$ cat src/rtl/core/gtp_pkg.sv
// ----------------------------------------------------------------------------
// gtp_pkg: shared types and constants of the gyro to pointer converter
// Register map, mode codes, controller/datapath command and status bundles.
// ----------------------------------------------------------------------------
package gtp_pkg;

  localparam int unsigned CURVE_POINTS_DEF = 64;
  localparam int unsigned FRAC_BITS_DEF    = 16;

  // dividend width of the shared divider: covers n*points<<16
  localparam int unsigned DIV_W      = 48;
  localparam int unsigned MOUSE_DIV  = 1000;
  localparam int unsigned SMOOTH_MAX = 243;
  localparam int unsigned JOY_MAX    = 32767;

  localparam logic [1:0] MODE_JOY   = 2'd1;
  localparam logic [1:0] MODE_MOUSE = 2'd2;

  localparam logic [2:0] REG_GYRO_MODE  = 3'd0;
  localparam logic [2:0] REG_FLAGS      = 3'd1;
  localparam logic [2:0] REG_DEADZONE   = 3'd2;
  localparam logic [2:0] REG_SENS_X     = 3'd3;
  localparam logic [2:0] REG_SENS_Y     = 3'd4;
  localparam logic [2:0] REG_SMOOTHING  = 3'd5;
  localparam logic [2:0] REG_BIAS_YAW   = 3'd6;
  localparam logic [2:0] REG_BIAS_PITCH = 3'd7;

  localparam logic signed [55:0] V40_MAX = 56'sh00_007F_FFFF_FFFF;
  localparam logic signed [55:0] V40_MIN = 56'shFF_FF80_0000_0000;

  typedef struct packed {
    logic [1:0]         gyro_mode;
    logic [2:0]         flags;
    logic [14:0]        deadzone;
    logic [15:0]        sens_x;
    logic [15:0]        sens_y;
    logic [7:0]         smoothing;
    logic signed [15:0] bias_yaw;
    logic signed [15:0] bias_pitch;
  } cfg_t;

  typedef struct packed {
    logic load;
    logic tbl_we;
    logic clr;
    logic axis;
    logic front;
    logic div_curve;
    logic div_mouse;
    logic cap_idx;
    logic rd_next;
    logic cap_t0;
    logic cap_t1;
    logic interp;
    logic mag;
    logic scale;
    logic joy;
    logic smooth;
    logic vel;
    logic accum;
    logic split;
    logic out_load;
  } cmd_t;

  typedef struct packed {
    logic use_curve;
    logic curve_sat;
    logic div_done;
  } stat_t;

  function automatic logic signed [39:0] sat40(input logic signed [55:0] v);
    logic signed [39:0] r;
    if (v > V40_MAX) r = V40_MAX[39:0];
    else if (v < V40_MIN) r = V40_MIN[39:0];
    else r = v[39:0];
    return r;
  endfunction

endpackage

$ cat src/rtl/core/gtp_ctrl.sv
// ----------------------------------------------------------------------------
// gtp_ctrl: sequencer of the converter
// Walks each axis through front end, curve, scale, joystick or mouse filter.
// ----------------------------------------------------------------------------
module gtp_ctrl
  import gtp_pkg::*;
(
  input  logic       clk_i,
  input  logic       rst_ni,
  input  logic       in_valid_i,
  output logic       in_ready_o,
  input  logic       in_op_i,
  input  logic [1:0] mode_i,
  input  logic       out_ready_i,
  output logic       out_valid_o,
  input  stat_t      stat_i,
  output cmd_t       cmd_o
);

  typedef enum logic [19:0] {
    ST_IDLE   = 20'h00001,
    ST_WRITE  = 20'h00002,
    ST_OFF    = 20'h00004,
    ST_FRONT  = 20'h00008,
    ST_SHAPE  = 20'h00010,
    ST_CWAIT  = 20'h00020,
    ST_RDA    = 20'h00040,
    ST_RDB    = 20'h00080,
    ST_RDC    = 20'h00100,
    ST_INTERP = 20'h00200,
    ST_MAG    = 20'h00400,
    ST_SCALE  = 20'h00800,
    ST_JOY    = 20'h01000,
    ST_MDIV   = 20'h02000,
    ST_MWAIT  = 20'h04000,
    ST_SMOOTH = 20'h08000,
    ST_VEL    = 20'h10000,
    ST_ACCUM  = 20'h20000,
    ST_SPLIT  = 20'h40000,
    ST_DONE   = 20'h80000
  } state_e;

  state_e state_q, state_d;
  logic   axis_q, axis_d;
  logic   out_valid_q, out_valid_d;

  assign in_ready_o  = (state_q == ST_IDLE);
  assign out_valid_o = out_valid_q;

  always_comb begin
    state_d   = state_q;
    axis_d    = axis_q;
    cmd_o      = '0;
    cmd_o.axis = axis_q;
    unique case (state_q)
      ST_IDLE: begin
        if (in_valid_i) begin
          cmd_o.load = 1'b1;
          axis_d     = 1'b0;
          if (in_op_i) state_d = ST_WRITE;
          else if (mode_i == MODE_JOY || mode_i == MODE_MOUSE) state_d = ST_FRONT;
          else state_d = ST_OFF;
        end
      end
      ST_WRITE: begin
        cmd_o.tbl_we = 1'b1;
        state_d      = ST_DONE;
      end
      ST_OFF: begin
        cmd_o.clr = 1'b1;
        state_d   = ST_DONE;
      end
      ST_FRONT: begin
        cmd_o.front = 1'b1;
        state_d     = ST_SHAPE;
      end
      ST_SHAPE: begin
        if (!stat_i.use_curve) state_d = ST_MAG;
        else if (stat_i.curve_sat) state_d = ST_RDA;
        else begin
          cmd_o.div_curve = 1'b1;
          state_d         = ST_CWAIT;
        end
      end
      ST_CWAIT: begin
        if (stat_i.div_done) begin
          cmd_o.cap_idx = 1'b1;
          state_d       = ST_RDA;
        end
      end
      ST_RDA: state_d = ST_RDB;
      ST_RDB: begin
        cmd_o.cap_t0  = 1'b1;
        cmd_o.rd_next = 1'b1;
        state_d       = ST_RDC;
      end
      ST_RDC: begin
        cmd_o.cap_t1 = 1'b1;
        state_d      = ST_INTERP;
      end
      ST_INTERP: begin
        cmd_o.interp = 1'b1;
        state_d      = ST_MAG;
      end
      ST_MAG: begin
        cmd_o.mag = 1'b1;
        state_d   = ST_SCALE;
      end
      ST_SCALE: begin
        cmd_o.scale = 1'b1;
        state_d     = (mode_i == MODE_JOY) ? ST_JOY : ST_MDIV;
      end
      ST_JOY: begin
        cmd_o.joy = 1'b1;
        axis_d    = 1'b1;
        state_d   = axis_q ? ST_DONE : ST_FRONT;
      end
      ST_MDIV: begin
        cmd_o.div_mouse = 1'b1;
        state_d         = ST_MWAIT;
      end
      ST_MWAIT: begin
        if (stat_i.div_done) state_d = ST_SMOOTH;
      end
      ST_SMOOTH: begin
        cmd_o.smooth = 1'b1;
        state_d      = ST_VEL;
      end
      ST_VEL: begin
        cmd_o.vel = 1'b1;
        state_d   = ST_ACCUM;
      end
      ST_ACCUM: begin
        cmd_o.accum = 1'b1;
        state_d     = ST_SPLIT;
      end
      ST_SPLIT: begin
        cmd_o.split = 1'b1;
        axis_d      = 1'b1;
        state_d     = axis_q ? ST_DONE : ST_FRONT;
      end
      ST_DONE: begin
        // output register free or being emptied this cycle
        if (!out_valid_q || out_ready_i) begin
          cmd_o.out_load = 1'b1;
          state_d        = ST_IDLE;
        end
      end
      default: state_d = ST_IDLE;
    endcase
  end

  always_comb begin
    out_valid_d = out_valid_q;
    if (out_valid_q && out_ready_i) out_valid_d = 1'b0;
    if (cmd_o.out_load) out_valid_d = 1'b1;
  end

  always_ff @(posedge clk_i or negedge rst_ni) begin
    if (!rst_ni) begin
      state_q     <= ST_IDLE;
      axis_q      <= 1'b0;
      out_valid_q <= 1'b0;
    end else begin
      state_q     <= state_d;
      axis_q      <= axis_d;
      out_valid_q <= out_valid_d;
    end
  end

endmodule

$ cat config.mk
export PLATFORM = sky130hd
export DESIGN_NAME = gtp_ctrl
export DESIGN_NICKNAME = d
export VERILOG_FILES = /design/src/rtl/core/gtp_pkg.sv /design/src/rtl/core/gtp_ctrl.sv
export SDC_FILE = /design/constraint.sdc
export NUM_CORES = 1
export LEC_CHECK = 0
export BUFFER_PORTS_ARGS = -buffer_cell sky130_fd_sc_hd__buf_2
export CAP_MARGIN = 20
export CORE_ASPECT_RATIO = 1.75
export CORE_MARGIN = 2
export CORE_UTILIZATION = 43
export CTS_BUF_LIST = sky130_fd_sc_hd__clkbuf_2
export DETAILED_ROUTE_END_ITERATION = 8
export PLACE_DENSITY = 0.65
export SYNTH_ARGS = -nofsm -noshare
export SYNTH_HDL_FRONTEND = slang
export SYNTH_SLANG_ARGS = --single-unit
$ cat constraint.sdc
create_clock -name clk_i -period 3.3 [get_ports clk_i]
set_input_delay 0 -clock clk_i [delete_from_list [all_inputs] [get_ports clk_i]]
set_output_delay 0 -clock clk_i [all_outputs]
set_load 0.03 [all_outputs]
## After elaboration in Yosys (flattened, before gate mapping)

Cells that the tools add are included.

- Flip-flop bits (word level): 22
- Input port bits: 10
- Output and inout bits: 22
- Logic and storage cells: 77

- Equal/unequal tests: 26
- Muxes and demuxes: 38
- Reduce and logical (&&, ||, !) cells: 10

Operators with widths:

| cell | count |
|---|---|
| 20-bit case mux with 18 select lines | 1 |
| 20-bit two-way mux | 7 |
| 1-bit two-way mux | 25 |
| 20-bit by 1-bit equality test with 1-bit output, second input constant | 1 |
| 20-bit by 10-bit equality test with 1-bit output, second input constant | 1 |
| 20-bit by 11-bit equality test with 1-bit output, second input constant | 1 |
| 20-bit by 12-bit equality test with 1-bit output, second input constant | 1 |
| 20-bit by 13-bit equality test with 1-bit output, second input constant | 1 |
| 20-bit by 14-bit equality test with 1-bit output, second input constant | 1 |
| 20-bit by 15-bit equality test with 1-bit output, second input constant | 1 |
| 20-bit by 16-bit equality test with 1-bit output, second input constant | 1 |
| 20-bit by 17-bit equality test with 1-bit output, second input constant | 1 |
| 20-bit by 18-bit equality test with 1-bit output, second input constant | 1 |
| 20-bit by 19-bit equality test with 1-bit output, second input constant | 1 |
| 20-bit by 2-bit equality test with 1-bit output, second input constant | 1 |
| 20-bit equality test, second input constant | 1 |
| 20-bit by 3-bit equality test with 1-bit output, second input constant | 1 |
| 20-bit by 4-bit equality test with 1-bit output, second input constant | 1 |
| 20-bit by 5-bit equality test with 1-bit output, second input constant | 1 |
| 20-bit by 6-bit equality test with 1-bit output, second input constant | 1 |
| 20-bit by 7-bit equality test with 1-bit output, second input constant | 1 |
| 20-bit by 8-bit equality test with 1-bit output, second input constant | 1 |
| 20-bit by 9-bit equality test with 1-bit output, second input constant | 1 |
| 14-bit two-way mux | 1 |
| other kinds (14) | 20 |

## Logic depth before layout (Yosys ltp)

- Depth after elaboration: 6
- Gate-level depth with buffers: 9
- Gate-level depth less buffers: 6

## Worst setup path after synthesis

OpenSTA, ideal clock, no wires.

- Kind: register to register
- Start: register state_q[11]
- End: register state_q[0]
- Setup time: 0.077 ns
- Data arrival time: 3.092 ns
- Required time: 3.223 ns
- Path slack: 0.131 ns
- Cell stages (with the launch flop): 10
- Path buffers: 3
- Period minus slack after synthesis: 3.169 ns
- Path through: dfrtp_1 -> buf_2 -> or4_1 -> buf_2 -> or4_1 -> buf_2 -> nor4_1 -> nor4b_1 -> nand4_1 -> nand2_1

- Cells in the longest elaborated chain, start to end: 3
- Elaborated cells between the ends (all ways): 28
- Classes of those cells: eq/ne (24); mux (1); reduce/logical (3)

RTL lines:

| item | line | text |
|---|---|---|
| start: declaration | gtp_ctrl.sv:43 | `state_e state_q, state_d;` |
| start signal: assignment | gtp_ctrl.sv:165 | `state_q <= state_d;` |
| 20-bit by 19-bit equality test with 1-bit output, or another cell as far along | gtp_ctrl.sv:55 | `unique case (state_q)` |
| 2-bit OR reduction (no source line) or 2-bit != test (tied branches) | - |  |
| 20-bit case mux with 18 select lines or 4-bit AND reduction (tied branches) | - |  |

Several ways; a longest one is shown, not always the timed one.
A chain may end at the register's enable or synchronous reset.

==> run summary <==
status: complete, no violations
CTS tree: yes
ant diodes: 0
Worst-Margin Slew: 0.5958 ns
DP Worst Slack: 0.7327 ns
met2 Resource Use GR: 0.3438
Post-synth ARST share: 1.000
busiest layer in global routing: met2
FILL cells: 300
CTS Buf Count: 3
# rows: 27
ANT nets after route: 0
Critical Path AT: 2.94 ns
remaining global-route overflow: 0
critical path capture point type: output pin
number of vias per cell: 5.710
Total Wirelength: 3374 um
P&R area growth vs syn: 16.71%
All-Layer GR Usage: 0.2016
H-tree depth: 1
Critical Path Source: state_q[13]
Worst R2R Start: state_q[13]
Reg area: 551.8 sq um
setup_tns: 0 ns
yosys synthesis warning count: 0
RSZ-0062 raised after global routing: no
Yosys reg bits: 22
Die Wd: 47.14 um
core area: 0.003142 sq mm
vias in the first global route: 1274
multi-input logic area: 758.2 sq um
I/O pins: 32
initial core utilization: 0.4456
share of layout cells above drive strength 1: 0.2640
Slowest-stage cell, CP: or4_1
die outline height: 79.49 um
most common cell after layout, fill and taps aside: buf_2
number of distinct library cells after synthesis: 44
crit path cell chain: or4_1 -> or4_1 -> nor4_1 -> buf_2
WP data required: 3.30 ns
Clk Latency, worst-skew pair: 0.35 ns
antenna violations before repair: 0
Max Clock Skew: 0.02128 ns
EDFF count, synth: 0
final core occ: 0.5201
most used cell, CP: or4_1
worst vdd ir: 0.0004978 V
sequential area share after synthesis: 0.3941
clock sinks: 22
Longest Clk Path Bufs: 2
max cap viols: 0
pin count of the biggest net entering global routing: 23
Fin. Hold Viols: 0
Port Buf Inserts: 31
Tcrit/Tclk final: 0.8897
worst path bufs/invs: 1
Max-slew headroom: 0.6011
DIE AREA: 0.003747 sq mm
met1 Track Usage GR: 0.2443
Slowest Stage Delay on Critical Path: 0.71 ns
Cell Count, Final, Fillers Out: 221
worst min path class: in2reg
min Tclk post-route: 2.936 ns
CTS Root Buffer Type: clkbuf_2
min-delay src: mode_i[0]
Max Clock Freq: 340.6 MHz
CP top delay family: simple AND/OR/NAND/NOR gates
top_reg_cell synth: dfrtp_1
Syn Nets: 160
Synth Instances: 149
Final Power: 891.4 uW
Setup crit start kind: flop
final setup vio count: 0
register clock-pin slew on the reported worst setup and hold paths: 0.23 ns
global-route wire length before repair: 5664 um
Static Leak: 0.7728 nW
Routed WL per cell: 15.27 um
placed insts: 210
Post-DP HPWL: 2522 um
postcts setup bufs: 0
GP Congestion: 0.8321
power density cells: 545.5 mW/mm^2
met3 usage in global routing: 0.02715
path type of the worst setup path: reg2out
Mapped Area: 0.001400 sq mm
DR pass1 iterations: 4
DRT iter0 DRCs: 48
DRC viols: 0
mean area per synthesized cell: 9.397 sq um
commonest non-fill, non-tap cells in the layout: 31 x buf_2, 21 x dfrtp_1, 12 x nor2_1, 12 x nor3b_1, 11 x nor4_1
final setup margin: 0.3638 ns
worst-path fanout max: 6
Max Slew Vio Count: 0
vias: 1262
final net count: 190
## flip-flops by register name, summed over array words and instances (netlist names)
name,flops
state_q,20
axis_q,1
out_valid_o,1
## logic make-up (layout without fill, tap and decap cells)
logic type      after synthesis  count (layout)  synth area share
xor+xnor                      5               5           0.03128
compound gates               14              14           0.07060
fa+ha+maj                     1               1          0.008935
flops                        22              22            0.3941
buf+inv                      19              48           0.06881
simple gates                 88              88            0.4263
## report_power, final
group	internal (mW)	total (mW)	switching, mW
clock	0.0263	0.115	0.0885
combinational	0.174	0.445	0.271
sequential	0.298	0.332	0.0335
## final cells by class
cell class | count | share of cell area
Clock buffer | 3 | 0.009188
Clock inverter | 1 | 0.002297
Inverter | 5 | 0.01149
Multi-Input combinational cell | 108 | 0.4640
Sequential cell | 22 | 0.3377
Tap cell | 43 | 0.03292
Timing Repair Buffer | 39 | 0.1424
## synth_stat cells (all sizes together), types with 2 or more instances
| cell type | n | share of area |
|---|---|---|
| or4 | 8 | 0.051 |
| xnor2 | 3 | 0.019 |
| dfrtp | 21 | 0.38 |
| or3 | 2 | 0.013 |
| nor2 | 13 | 0.040 |
| nand4 | 2 | 0.0089 |
| nor3b | 13 | 0.078 |
| and3 | 2 | 0.0089 |
| and2 | 2 | 0.0089 |
| buf | 9 | 0.042 |
| o21ai | 4 | 0.014 |
| xor2 | 2 | 0.013 |
| o211ai | 2 | 0.011 |
| nor2b | 4 | 0.018 |
| nor4b | 5 | 0.031 |
| nand2 | 9 | 0.024 |
| nand2b | 4 | 0.018 |
| inv | 5 | 0.013 |
| nor3 | 2 | 0.0071 |
| clkbuf | 5 | 0.013 |
| and4b | 5 | 0.038 |
| nor4 | 12 | 0.054 |
## tightest hold or removal path, delay by kind of cell
kind          cells  cell delay [ns]
simple gates      1             0.13
fa+ha+maj         1             0.17
buf+inv           1             0.08
## timing repair
item / 4_1_cts / 5_1_grt
setup endpoints to repair: 0 / 1
hold buffers: 7 / 0
gates resized for setup: 0 / 1
hold endpoints to repair: 31 / 0
## per-stage QoR
stage / hold WS [ns] / cell area (sq um)
CTS: 0.03441 / 1628
global route: 0.04434 / 1634
finish: 0.04093 / 1634
detailed placement: 0.003518 / 1539
floorplan: -0.2956 / 1400
global placement: 0.0007160 / 1539
## path summary, 6_finish.rpt
path | end | slack (ns) | depth (start not counted)
worst max-delay path | cmd_o[15] | 0.36 | 4
worst min-delay path | state_q[12] | 0.04 | 3
worst max register to register | state_q[0] | 0.63 | 6
worst min register to register | state_q[11] | 0.59 | 2
max in group asynchronous | state_q[0] | 2.80 | 2
min in group asynchronous | state_q[15] | 0.11 | 2
## routing by layer
layer,share of wire,vias to the layer above
met2,0.55,30
met5,0,-
met4,0.018,0
met1,0.40,611
met3,0.033,7
li1,-,614
Note: power is estimated with default switching activity, not from simulation.
