--- config.mk ---
export PLATFORM = sky130hd
export DESIGN_NAME = gtp_regs
export DESIGN_NICKNAME = d
export VERILOG_FILES = /design/src/rtl/core/gtp_pkg.sv /design/src/rtl/core/gtp_regs.sv
export SDC_FILE = /design/constraint.sdc
export NUM_CORES = 1
export LEC_CHECK = 0
export BUFFER_PORTS_ARGS = -buffer_cell sky130_fd_sc_hd__buf_2
export CORE_MARGIN = 10
export CORE_UTILIZATION = 30
export CTS_CLUSTER_SIZE = 30
export DETAILED_ROUTE_END_ITERATION = 6
export GPL_TIMING_DRIVEN = 0
export MAX_ROUTING_LAYER = met4
export PLACE_DENSITY = 0.5
export SETUP_SLACK_MARGIN = 0.05
export SLEW_MARGIN = 30
export SYNTH_ARGS = -nofsm -noshare
export SYNTH_HDL_FRONTEND = slang
export SYNTH_SLANG_ARGS = --single-unit
--- constraint.sdc ---
create_clock -name clk_i -period 2.63 [get_ports clk_i]
set_clock_uncertainty 0.15 [all_clocks]
set_input_delay 0.526 -clock clk_i [delete_from_list [all_inputs] [get_ports clk_i]]
set_output_delay 0.526 -clock clk_i [all_outputs]
set_load 0.1 [all_outputs]
--- src/rtl/core/gtp_pkg.sv ---
// ----------------------------------------------------------------------------
// gtp_pkg: shared types and constants of the gyro to pointer converter
// Register map, mode codes, controller/datapath command and status bundles.
// ----------------------------------------------------------------------------
package gtp_pkg;

  localparam int unsigned CURVE_POINTS_DEF = 64;
  localparam int unsigned FRAC_BITS_DEF    = 16;

  // dividend width of the shared divider: covers n*points<<16
  localparam int unsigned DIV_W      = 48;
  localparam int unsigned MOUSE_DIV  = 1000;
  localparam int unsigned SMOOTH_MAX = 243;
  localparam int unsigned JOY_MAX    = 32767;

  localparam logic [1:0] MODE_JOY   = 2'd1;
  localparam logic [1:0] MODE_MOUSE = 2'd2;

  localparam logic [2:0] REG_GYRO_MODE  = 3'd0;
  localparam logic [2:0] REG_FLAGS      = 3'd1;
  localparam logic [2:0] REG_DEADZONE   = 3'd2;
  localparam logic [2:0] REG_SENS_X     = 3'd3;
  localparam logic [2:0] REG_SENS_Y     = 3'd4;
  localparam logic [2:0] REG_SMOOTHING  = 3'd5;
  localparam logic [2:0] REG_BIAS_YAW   = 3'd6;
  localparam logic [2:0] REG_BIAS_PITCH = 3'd7;

  localparam logic signed [55:0] V40_MAX = 56'sh00_007F_FFFF_FFFF;
  localparam logic signed [55:0] V40_MIN = 56'shFF_FF80_0000_0000;

  typedef struct packed {
    logic [1:0]         gyro_mode;
    logic [2:0]         flags;
    logic [14:0]        deadzone;
    logic [15:0]        sens_x;
    logic [15:0]        sens_y;
    logic [7:0]         smoothing;
    logic signed [15:0] bias_yaw;
    logic signed [15:0] bias_pitch;
  } cfg_t;

  typedef struct packed {
    logic load;
    logic tbl_we;
    logic clr;
    logic axis;
    logic front;
    logic div_curve;
    logic div_mouse;
    logic cap_idx;
    logic rd_next;
    logic cap_t0;
    logic cap_t1;
    logic interp;
    logic mag;
    logic scale;
    logic joy;
    logic smooth;
    logic vel;
    logic accum;
    logic split;
    logic out_load;
  } cmd_t;

  typedef struct packed {
    logic use_curve;
    logic curve_sat;
    logic div_done;
  } stat_t;

  function automatic logic signed [39:0] sat40(input logic signed [55:0] v);
    logic signed [39:0] r;
    if (v > V40_MAX) r = V40_MAX[39:0];
    else if (v < V40_MIN) r = V40_MIN[39:0];
    else r = v[39:0];
    return r;
  endfunction

endpackage

--- src/rtl/core/gtp_regs.sv ---
// ----------------------------------------------------------------------------
// gtp_regs: APB configuration registers
// Eight registers at word addresses, write on the access phase.
// ----------------------------------------------------------------------------
module gtp_regs
  import gtp_pkg::*;
(
  input  logic        clk_i,
  input  logic        rst_ni,
  input  logic        psel,
  input  logic        penable,
  input  logic        pwrite,
  input  logic [4:0]  paddr,
  input  logic [31:0] pwdata,
  output logic [31:0] prdata,
  output logic        pready,
  output cfg_t        cfg_o
);

  cfg_t cfg_q;
  logic wr;

  assign wr     = psel && penable && pwrite;
  assign pready = 1'b1;
  assign cfg_o  = cfg_q;

  always_ff @(posedge clk_i or negedge rst_ni) begin
    if (!rst_ni) begin
      cfg_q <= '{gyro_mode: 2'd0, flags: 3'd0, deadzone: 15'd0, sens_x: 16'd256,
                 sens_y: 16'd256, smoothing: 8'd0, bias_yaw: 16'sd0, bias_pitch: 16'sd0};
    end else if (wr) begin
      unique case (paddr[4:2])
        REG_GYRO_MODE:  cfg_q.gyro_mode  <= pwdata[1:0];
        REG_FLAGS:      cfg_q.flags      <= pwdata[2:0];
        REG_DEADZONE:   cfg_q.deadzone   <= pwdata[14:0];
        REG_SENS_X:     cfg_q.sens_x     <= pwdata[15:0];
        REG_SENS_Y:     cfg_q.sens_y     <= pwdata[15:0];
        REG_SMOOTHING:  cfg_q.smoothing  <= pwdata[7:0];
        REG_BIAS_YAW:   cfg_q.bias_yaw   <= $signed(pwdata[15:0]);
        REG_BIAS_PITCH: cfg_q.bias_pitch <= $signed(pwdata[15:0]);
      endcase
    end
  end

  always_comb begin
    unique case (paddr[4:2])
      REG_GYRO_MODE:  prdata = {30'b0, cfg_q.gyro_mode};
      REG_FLAGS:      prdata = {29'b0, cfg_q.flags};
      REG_DEADZONE:   prdata = {17'b0, cfg_q.deadzone};
      REG_SENS_X:     prdata = {16'b0, cfg_q.sens_x};
      REG_SENS_Y:     prdata = {16'b0, cfg_q.sens_y};
      REG_SMOOTHING:  prdata = {24'b0, cfg_q.smoothing};
      REG_BIAS_YAW:   prdata = {{16{cfg_q.bias_yaw[15]}}, cfg_q.bias_yaw};
      REG_BIAS_PITCH: prdata = {{16{cfg_q.bias_pitch[15]}}, cfg_q.bias_pitch};
    endcase
  end

endmodule

## Yosys cells after proc, flatten, opt, wreduce, memory -nomap -nowiden

Cells that the tools add are included.

| operators by class | value |
|---|---|
| reductions and logical operators | 11 |
| muxes and demuxes | 1 |
| equal/unequal tests | 7 |

Operator list:

| cell | count |
|---|---|
| 32-bit one-hot mux with 8 select lines | 1 |
| 2-bit AND reduction | 8 |
| 3-bit equality test, second input constant | 4 |
| 3-bit by 2-bit equality test with 1-bit output, second input constant | 2 |
| 3-bit by 1-bit equality test with 1-bit output, second input constant | 1 |
| 3-bit zero test | 1 |
| 1-bit logical AND | 2 |

| word-level totals | value |
|---|---|
| output and inout bits | 125 |
| logic and storage cells | 27 |
| input bits | 42 |
| register bits | 92 |

## Depth between registers and ports, before layout

Gate-level depths: netlist of the first run.

| logic depth | value |
|---|---|
| depth after elaboration | 3 |
| gate-level depth with buffers | 6 |
| mapped depth without buffers | 3 |

## Worst setup path after synthesis of the first run

OpenSTA, ideal clock, no wires.

| timing | value |
|---|---|
| path kind | reg-to-output |
| start | register cfg_q (netlist bit cfg_o[15]) |
| end | output prdata[15] |
| path buffers | 0 |
| data arrival time | 3.655 ns |
| cell stages (with the launch flop) | 4 |
| setup slack | -1.701 ns |
| required time | 1.954 ns |
| cells stage by stage | dfrtp_1 mux2i_1 nor2_1 a211o_1 |

| between the ends | value |
|---|---|
| longest elaborated chain between the ends | 1 |

Ends and longest elaborated chain:

| element | RTL line | RTL |
|---|---|---|
| start: declaration | gtp_regs.sv:20 | `cfg_t cfg_q;` |
| start signal: assignment | gtp_regs.sv:29 | `cfg_q <= '{gyro_mode: 2'd0, flags: 3'd0, deadzone: 15'd0, sens_x: 16'd256,` |
| 32-bit one-hot mux with 8 select lines | gtp_regs.sv:46 | `unique case (paddr[4:2])` |
| end: declaration | gtp_regs.sv:15 | `output logic [31:0] prdata,` |

Every way passes these cells.

## Worst setup path after layout of the first run

| timing | value |
|---|---|
| start | input paddr[3] |
| end | output prdata[12] |

| between the ends | value |
|---|---|
| longest elaborated chain between the ends | 2 |
| elaborated cells on any way between the ends | 9 |
| classes of those cells | eq/ne: 7; mux: 1; reduce/logical: 1 |

Ends and longest elaborated chain:

| element | RTL line | RTL |
|---|---|---|
| start: declaration | gtp_regs.sv:13 | `input logic [4:0] paddr,` |
| 3-bit equality test, or another cell as far along | gtp_regs.sv:46 |  |
| 32-bit one-hot mux with 8 select lines (*) | gtp_regs.sv:46 |  |

Every way passes the cells marked *; elsewhere a longest branch is shown, timed or not.

==> impl_metrics.yaml, run 1 <==
floorplan:
  start_util_pct: 30.7
  die_w_microns: 142
  die_area_sq_mm: 0.0202
  core_sq_mm: 0.0146
  rows: 44
  die_height_microns: 142
  pin_count: 167
timing:
  relSlewSlack_pct: 59.2
  final_hold_viol_count: 0
  rsz0062_at_grt: "true"
  setup_tns_ns: 0
  final_period_minus_worst_setup_slack_ns: 2.56
  setup_viol_count_final: 0
  finalCritPeriodShare_pct: 97.2
  worstMarginPinSlew_ns: 0.612
  fmax_ghz: 0.391
  hold_ws_ns: 0.298
  worst_slack_ns: 0.0745
  slew_violations: 0
worst_setup_path:
  worstPathBufferInverterCount: 3
  cp.arrival_ns: 1.88
  worstPathRequired_ns: 1.95
  cp_top_family: "buffers and inverters"
  rr_endpoint: "cfg_o[74]$_DFFE_PN0P_"
  worst-setup-path-type: "input port to output pin"
  rr_worst_depth: 1
  cp.depth: 6
  endpoint_kind: "output pin"
  crit_fanout: 10
  timing.rr.start: "cfg_o[74]$_DFFE_PN0P_"
  crit_path_max_incr_delay_ns: 0.40
  cp-startpoint: "paddr[3]"
  cp_slowest_cell: "a221oi_1"
  path_cells: "buf_2, buf_8, mux2_2, a221oi_1, a21oi_4, buf_6"
  worstSetupStartpointType: "input port"
  endpoint: "prdata[12]"
  r2r_setup_slack_ns: 1.68
global_route:
  grt_pass1_vias: 3721
  antenna_found_initial: 0
  grt.total_usage_pct: 15.2
  grt_overflow: 0
  grt_pass1_wl_microns: 22800
  grt_max_degree: 50
clock_network:
  cts_tree: "yes"
  cts_buffers: 9
  clk_path_buf_depth: 2
  cts.sinks: 92
  clock_latency_ns: 0.35
  path_clk_slew_ns: 0.06
  h-tree-depth: 3
  root_buffer: "clkbuf_16"
synth:
  ys_types: 35
  yosys_warnings: 0
  synth_nets: 361
  synthCells: 319
  async_reset_ff_share_pct: 100
  syn_area_sq_mm: 0.00447
  synth_edf_count: 0
  synth-seq-cells: 92
  synth_ff_type: "dfrtp_1"
  ys_seq_area_share_pct: 51.5
  synth_area_per_cell_sq_um: 14.0
pwr:
  p_per_area_mw_per_mm2: 1110
  p_int_mw: 3.27
  pwr-share-clk_pct: 20.6
  switchingPower_mw: 3.73
  vdd_drop_max_v: 0.000482
  p_leak_nw: 3.02
  power_frac_seq_pct: 27.5
  p_sw_share_pct: 53.3
  power_mw: 7.01
  combPwrFrac_pct: 51.8
routing:
  routedWlPerCell_microns: 22.2
  drtIter0Drc: 128
  dr.pass1.iters: 4
  ant_nets: 0
  wirelength_microns: 14900
  drc: 0
  vias_per_cell: 4.84
  num_vias: 3242
job:
  maxCapViolations: 0
hold_path:
  hp-class: "input port to register"
final_layout:
  drive_above_1_share_pct: 76.7
  final.fill_count: 1355
  num_antenna_cells: 0
  num-nets-final: 523
  largest_reg_flops: 92
  syn_to_final_growth_pct: 41.3
place:
  place_congestion: 0.773
  dp_slack_ns: -0.503
  dpl.hpwl_microns: 10800
  io_buffers: 146
status:
  status: "finished, final reports clean"
==> how the worst min path moves through the flow <==
stage / start / endpoint / slack, ns / cells after the start
floorplan: rst_ni / cfg_o[0]$_DFFE_PN0P_ / 0.08 / 0
global placement: cfg_o[11]$_DFFE_PN0P_ / cfg_o[11]$_DFFE_PN0P_ / 0.36 / 1
detailed placement: rst_ni / cfg_o[26]$_DFFE_PN0P_ / 0.34 / 1
CTS: pwdata[15] / cfg_o[71]$_DFFE_PN0P_ / 0.29 / 2
global route: pwdata[15] / cfg_o[71]$_DFFE_PN0P_ / 0.31 / 2
finish: pwdata[15] / cfg_o[71]$_DFFE_PN0P_ / 0.30 / 2
==> per-stage QoR <==
stage                     instances  utilization, %  instance area (sq um)
after global routing            670            43.3                   6320
final                           670            43.3                   6320
after detailed placement        650            38.8                   5660
after floorplan                 319               -                   4660
after CTS                       670            42.9                   6260
after global placement          649            38.5                   5620
==> kinds of logic (layout without fill, tap and decap cells) <==
kind of cell	after synthesis	after routing	share of synthesized area, %
AOI/OAI and AO/OA	34	34	5.06
and+or+nand+nor	34	34	5.37
DFF	92	92	51.5
buffers and inverters	35	202	5.76
other	1	1	0.0838
muxes	123	123	32.2
==> synthesized netlist by cell type, drive strengths merged, types with 2 or more instances <==
cell type  count  area share, %
a211oi         3           0.50
a21oi         14            1.6
a221o          2           0.45
a221oi         5           0.98
a22o           2           0.39
a31oi          3           0.42
buf           31            5.4
clkbuf         3           0.25
dfrtp         90             50
dfstp          2            1.2
mux2         108             27
mux2i          9            2.0
mux4           6            3.0
nand2         13            1.1
nand2b         2           0.62
nor2           9            1.3
o21ai          2           0.22
or2            3           0.42
==> routing by layer <==
metal  global-route usage [%]  wire (microns)  vias up  share of wire (%)
met5                        -               0        -                  0
met4                     6.13             279        0                1.9
met3                     2.94             769       15                5.2
met2                     24.2            7290       91                 49
met1                     18.7            6520     1650                 44
li1                         -               -     1486                  -
==> cells in the final DEF (no fill, tap or decap), types with 5 or more instances in the layout <==
master	instances
nand2_1	10
buf_2	113
dfrtp_2	19
clkbuf_16	9
mux4_2	6
buf_4	23
a21oi_1	6
buf_6	32
mux2_2	108
buf_8	6
mux2i_1	8
a21oi_4	8
buf_12	5
dfrtp_1	71
==> power by group through the flow <==
stage	Sequential (mW)	Clock (mW)	Combinational, mW
6_report	1.93	1.45	3.63
3_5_place_dp	1.96	0	3.56
3_3_place_gp	1.94	0	3.53
4_1_cts	1.93	1.48	3.65
5_1_grt	1.97	1.53	3.74
2_1_floorplan	3.95	0	0.958
==> final cells by class <==
class	count	area (sq um)	share of cell area [%]
plain buffers	34	345	5.46
clock buffers	11	243	3.84
clock inverters	5	83.8	1.33
inverters	1	7.51	0.119
multi-input cells	192	2070	32.8
flip-flops and latches	92	2330	36.8
well taps	184	230	3.64
repair buffers	151	1010	16.0
==> repair_timing <==
action	in CTS	in global routing
buffers inserted	3	0
resized for setup	73	16
endpoints found under the hold margin	43	0
hold buffers	1	0
endpoints found under the setup margin	32	31
pin swaps	1	0
(Power assumes the default switching activity.)
==> run 2, diff against run 1 <==
--- a/config.mk
+++ b/config.mk
@@ -12,7 +12,7 @@
 export DETAILED_ROUTE_END_ITERATION = 6
 export GPL_TIMING_DRIVEN = 0
 export MAX_ROUTING_LAYER = met4
-export PLACE_DENSITY = 0.5
+export PLACE_DENSITY = 0.52
 export SETUP_SLACK_MARGIN = 0.05
 export SLEW_MARGIN = 30
 export SYNTH_ARGS = -nofsm -noshare
==> constraint.sdc (replaced) <==
create_clock -name clk_i -period 2.2 [get_ports clk_i]
set_clock_uncertainty 0.15 [all_clocks]
set_input_delay 0.44 -clock clk_i [delete_from_list [all_inputs] [get_ports clk_i]]
set_output_delay 0.44 -clock clk_i [all_outputs]
set_load 0.1 [all_outputs]
==> run 2 against run 1 <==
Net effect: the flow now finishes with violations (negative setup slack); combinational power rose by 33%; clock power rose by 11%; utilization increased by 7.7 points; global-route usage rose by 1.6 points; total power up 26%; die area did not move; worst setup slack lost 0.12 ns; flip-flop and latch count unchanged.
==> impl_metrics.yaml, run 2 (synthesis gave the netlist of run 1 again) <==
pwr:
  p_per_area_mw_per_mm2: 1180
  vdd_drop_max_v: 0.000833
  p_sw_share_pct: 52.0
  pwr-share-clk_pct: 18.3
  p_int_mw: 4.22
  power_frac_seq_pct: 26.9
  power_mw: 8.80
  p_leak_nw: 3.34
  switchingPower_mw: 4.58
  combPwrFrac_pct: 54.8
final_layout:
  syn_to_final_growth_pct: 66.3
  final_common_cell: "buf_2"
  drive_above_1_share_pct: 94.7
  final_cell_mix: "buf_2, mux2_2, dfrtp_2"
  largest_reg_flops: 92
  num-nets-final: 562
  num_antenna_cells: 0
worst_setup_path:
  endpoint_kind: "output pin"
  worst-setup-path-type: "register to output pin"
  crit_fanout: 2
  worstSetupStartpointType: "register"
  worstPathRequired_ns: 1.61
  cp.arrival_ns: 1.65
timing:
  finalCritPeriodShare_pct: 102
  worst_slack_ns: -0.0423
  final_hold_viol_count: 0
  hold_ws_ns: 0.210
  rsz0062_at_grt: "true"
  worstMarginPinSlew_ns: 0.626
  setup_viol_count_final: 4
  final_period_minus_worst_setup_slack_ns: 2.24
  fmax_ghz: 0.446
  slew_violations: 0
  relSlewSlack_pct: 58.2
floorplan:
  die_area_sq_mm: 0.0202
  die_height_microns: 142
  rows: 44
  core_sq_mm: 0.0146
  start_util_pct: 30.7
  die_w_microns: 142
  pin_count: 167
hold_path:
  hp-class: "input port to register"
routing:
  num_vias: 3447
  wirelength_microns: 16500
  vias_per_cell: 4.86
  ant_nets: 0
  drtIter0Drc: 110
  dr.pass1.iters: 4
  routedWlPerCell_microns: 23.2
  drc: 0
clock_network:
  h-tree-depth: 3
  clock_latency_ns: 0.35
  clk_path_buf_depth: 2
  cts_tree: "yes"
  cts_buffers: 9
  path_clk_slew_ns: 0.06
  cts.sinks: 92
  root_buffer: "clkbuf_16"
place:
  place_congestion: 0.747
  dpl.hpwl_microns: 11100
  dp_slack_ns: -0.608
  io_buffers: 146
global_route:
  grt_pass1_wl_microns: 24800
  antenna_found_initial: 0
  grt_pass1_vias: 3947
  grt_max_degree: 52
  grt_overflow: 0
  grt.total_usage_pct: 16.8
status:
  status: "finished, violations left"
  violations: "negative setup slack"
job:
  maxCapViolations: 0
run 2: cell count changes in the layout (fill, tap and decap cells not counted), moves of 5 or more:
cell,before,now
a221oi_4,0,5
buf_12,5,39
buf_16,1,7
buf_4,23,50
buf_6,32,7
dfrtp_1,71,4
dfrtp_2,19,76
dfrtp_4,0,10
mux2_2,108,101
mux2_4,0,7
nand2_1,10,4
run 2: path summary, 6_finish.rpt:
kind | startpoint | endpoint | slack, ns | cells after the start
max in group asynchronous | rst_ni | cfg_o[35]$_DFFE_PN0P_ | 0.86 | 3
max | cfg_o[7]$_DFFE_PN0P_ | prdata[7] | -0.04 | 3
min reg2reg | cfg_o[20]$_DFFE_PN0P_ | cfg_o[20]$_DFFE_PN0P_ | 0.38 | 1
max reg2reg | cfg_o[18]$_DFFE_PN0P_ | cfg_o[18]$_DFFE_PN0P_ | 1.04 | 3
min in group asynchronous | rst_ni | cfg_o[11]$_DFFE_PN0P_ | 0.42 | 2
min | pwdata[15] | cfg_o[55]$_DFFE_PN0P_ | 0.21 | 2
run 2: area by class of cell:
| class | instances | area (sq um) |
|---|---|---|
| plain buffers | 34 | 437 |
| clock buffers | 12 | 256 |
| clock inverters | 4 | 47.5 |
| fillers | 1289 | 7150 |
| inverters | 1 | 7.51 |
| multi-input cells | 192 | 2310 |
| flip-flops and latches | 92 | 2440 |
| well taps | 184 | 230 |
| repair buffers | 190 | 1710 |
run 2: timing repair:
item                                   CTS  global route
hold buffers                             1             0
resized for setup                      191             4
buffers inserted                        32             5
pin swaps                               17             7
cloned                                   6             0
endpoints found under the hold margin   39             0
setup endpoints to repair               32            16
run 2: through the flow:
stage | TNS [ns] | instances | utilization, % | area, sq um
after CTS | -0.240 | 704 | 50.6 | 7390
after global routing | -0.378 | 709 | 51.0 | 7440
final | -0.0829 | 709 | 51.0 | 7440
after detailed placement | -15.71 | 650 | 40.3 | 5880
after floorplan | -6.72 | 319 | - | 4890
after global placement | -71.41 | 649 | 40.1 | 5850
run 2: critical path, stage by stage (launching register included):
cell and delay [ns]:
dfrtp_2 0.40, mux4_2 0.48, a22o_4 0.25, buf_12 0.16
run 2: per-layer routing:
layer	share of wire [%]	wire length (microns)	GRT usage (%)	up-vias
met5	0	0	-	-
met4	1.3	214	4.36	0
met3	7.1	1160	5.81	16
met2	48	7900	26.2	100
met1	44	7190	20.4	1782
li1	-	-	-	1549
run 2: power by group through the flow:
stage	clock network [mW]	registers (mW)	logic, mW
floorplan	0	4.80	1.18
detailed placement	0	2.40	4.31
global placement	0	2.37	4.28
global route	1.71	2.43	4.96
CTS	1.65	2.37	4.81
finish	1.61	2.37	4.82
==> run 3, diff against run 2 <==
--- a/config.mk
+++ b/config.mk
@@ -12,7 +12,7 @@
 export DETAILED_ROUTE_END_ITERATION = 6
 export GPL_TIMING_DRIVEN = 0
 export MAX_ROUTING_LAYER = met4
-export PLACE_DENSITY = 0.52
+export PLACE_DENSITY = 0.5
 export SETUP_SLACK_MARGIN = 0.05
 export SLEW_MARGIN = 30
 export SYNTH_ARGS = -nofsm -noshare
==> constraint.sdc (replaced) <==
create_clock -name clk_i -period 2.3 [get_ports clk_i]
set_clock_uncertainty 0.15 [all_clocks]
set_input_delay 0.46 -clock clk_i [delete_from_list [all_inputs] [get_ports clk_i]]
set_output_delay 0.46 -clock clk_i [all_outputs]
set_load 0.1 [all_outputs]
==> run 3 against run 2 <==
Net effect: the flow now finishes without violations; non-clock buffer count shrank 23; critical path depth is the same; die area unchanged; highest routed layer unchanged.
==> impl_metrics.yaml, run 3 (synthesis gave the netlist of run 1 again) <==
status:
  status: "finished, final reports clean"
place:
  io_buffers: 146
  place_congestion: 0.775
  dpl.hpwl_microns: 11000
timing:
  final_period_minus_worst_setup_slack_ns: 2.26
  fmax_ghz: 0.442
  slew_violations: 0
  worstMarginPinSlew_ns: 0.642
  rsz0062_at_grt: "true"
  finalCritPeriodShare_pct: 98.3
  hold_ws_ns: 0.236
  setup_viol_count_final: 0
  relSlewSlack_pct: 57.2
  final_hold_viol_count: 0
pwr:
  power_mw: 7.99
  vdd_drop_max_v: 0.000709
  p_per_area_mw_per_mm2: 1160
  p_leak_nw: 3.11
global_route:
  grt_pass1_wl_microns: 23500
  grt_max_degree: 54
  grt.total_usage_pct: 16.0
  grt_pass1_vias: 3777
  grt_overflow: 0
  antenna_found_initial: 1
routing:
  vias_per_cell: 4.82
  drtIter0Drc: 79
  dr.pass1.iters: 4
  drc: 0
  routedWlPerCell_microns: 22.7
  ant_nets: 0
  wirelength_microns: 15600
  num_vias: 3310
clock_network:
  cts.sinks: 92
  clock_latency_ns: 0.35
  root_buffer: "clkbuf_16"
  clk_path_buf_depth: 2
  cts_buffers: 9
  cts_tree: "yes"
  h-tree-depth: 3
  path_clk_slew_ns: 0.06
worst_setup_path:
  rr_endpoint: "cfg_o[2]$_DFFE_PN0P_"
  cp-startpoint: "cfg_o[7]$_DFFE_PN0P_"
  r2r_setup_slack_ns: 1.26
  cp.arrival_ns: 1.65
  endpoint_kind: "output pin"
  rr_worst_depth: 2
  worstPathRequired_ns: 1.69
  crit_fanout: 3
  timing.rr.start: "cfg_o[2]$_DFFE_PN0P_"
  worst-setup-path-type: "register to output pin"
  worstSetupStartpointType: "register"
final_layout:
  final_cell_mix: "buf_2, mux2_2, dfrtp_2"
  drive_above_1_share_pct: 91.8
  multi_input_area_sq_mm: 0.00218
  final.fill_count: 1353
  final_common_cell: "buf_2"
  regArea_sq_mm: 0.00242
  num-nets-final: 539
  syn_to_final_growth_pct: 53.4
  fin_util_pct: 47.0
  largest_reg_flops: 92
floorplan:
  core_sq_mm: 0.0146
  pin_count: 167
  die_height_microns: 142
  rows: 44
  start_util_pct: 30.7
  die_area_sq_mm: 0.0202
  die_w_microns: 142
hold_path:
  hp-class: "input port to register"
  min_from: "pwdata[15]"
  hold_depth: 2
  hold_end: "cfg_o[31]$_DFFE_PN0P_"
job:
  maxCapViolations: 0
==> run 3: cell count changes in the layout (fill, tap and decap cells not counted), moves of 5 or more <==
cell	previous run	this run
buf_12	39	22
dfrtp_4	10	0
dfrtp_2	76	84
buf_4	50	30
buf_6	7	16
buf_16	7	2
buf_8	5	14
==> run 3: area by class of cell <==
type | count | share of cell area, %
Sequential cell | 92 | 35.2
Tap cell | 184 | 3.35
Inverter | 1 | 0.109
Timing Repair Buffer | 167 | 19.6
Buffer | 34 | 6.03
Clock inverter | 2 | 0.146
Multi-Input combinational cell | 192 | 31.8
Antenna cell | 1 | 0.0365
Clock buffer | 14 | 3.70
==> run 3: what timing repair did <==
| item | 4_1_cts | 5_1_grt |
|---|---|---|
| pin swaps | 6 | 4 |
| hold buffers | 1 | 0 |
| gates cloned | 1 | 2 |
| endpoints found under the setup margin | 32 | 30 |
| gates resized for setup | 130 | 15 |
| endpoints found under the hold margin | 37 | 0 |
| buffers inserted | 10 | 6 |
==> run 3: power by group <==
| part | switching, mW | internal [mW] | total (mW) |
|---|---|---|---|
| clock network | 0.611 | 0.761 | 1.37 |
| registers | 0.257 | 2.00 | 2.26 |
| logic | 3.41 | 0.953 | 4.36 |
| total | 4.28 | 3.71 | 7.99 |
==> run 3: worst max-delay path by stage <==
stage | depth (start not counted) | slack, ns | end
after CTS | 3 | 0.02 | prdata[7]
after floorplan | 5 | -0.39 | prdata[20]
after global routing | 3 | 0.0004 | prdata[7]
after global placement | 7 | -0.56 | prdata[25]
after detailed placement | 7 | -0.60 | prdata[27]
final | 3 | 0.04 | prdata[7]
==> run 3: critical path, stage by stage (launching register included) <==
cell and delay, ns:
dfrtp_2 0.41, mux4_2 0.47, a22o_2 0.25, buf_12 0.17
==> run 3: through the flow <==
step                      TNS (ns)  worst slack [ns]  cell area (sq um)  cells
final                            0            0.0393               6860    687
after global routing             0          0.000357               6860    687
after CTS                        0            0.0222               6700    678
after detailed placement    -15.27            -0.596               5810    650
after global placement      -61.62            -0.565               5780    649
after floorplan              -5.69            -0.387               4820    319
==> run 3: per-layer routing <==
| metal | share of wire (%) | GRT usage (%) |
|---|---|---|
| met1 | 43 | 19.1 |
| met2 | 49 | 25.2 |
| met3 | 7.3 | 6.11 |
| met4 | 0.69 | 3.39 |
| met5 | 0 | - |
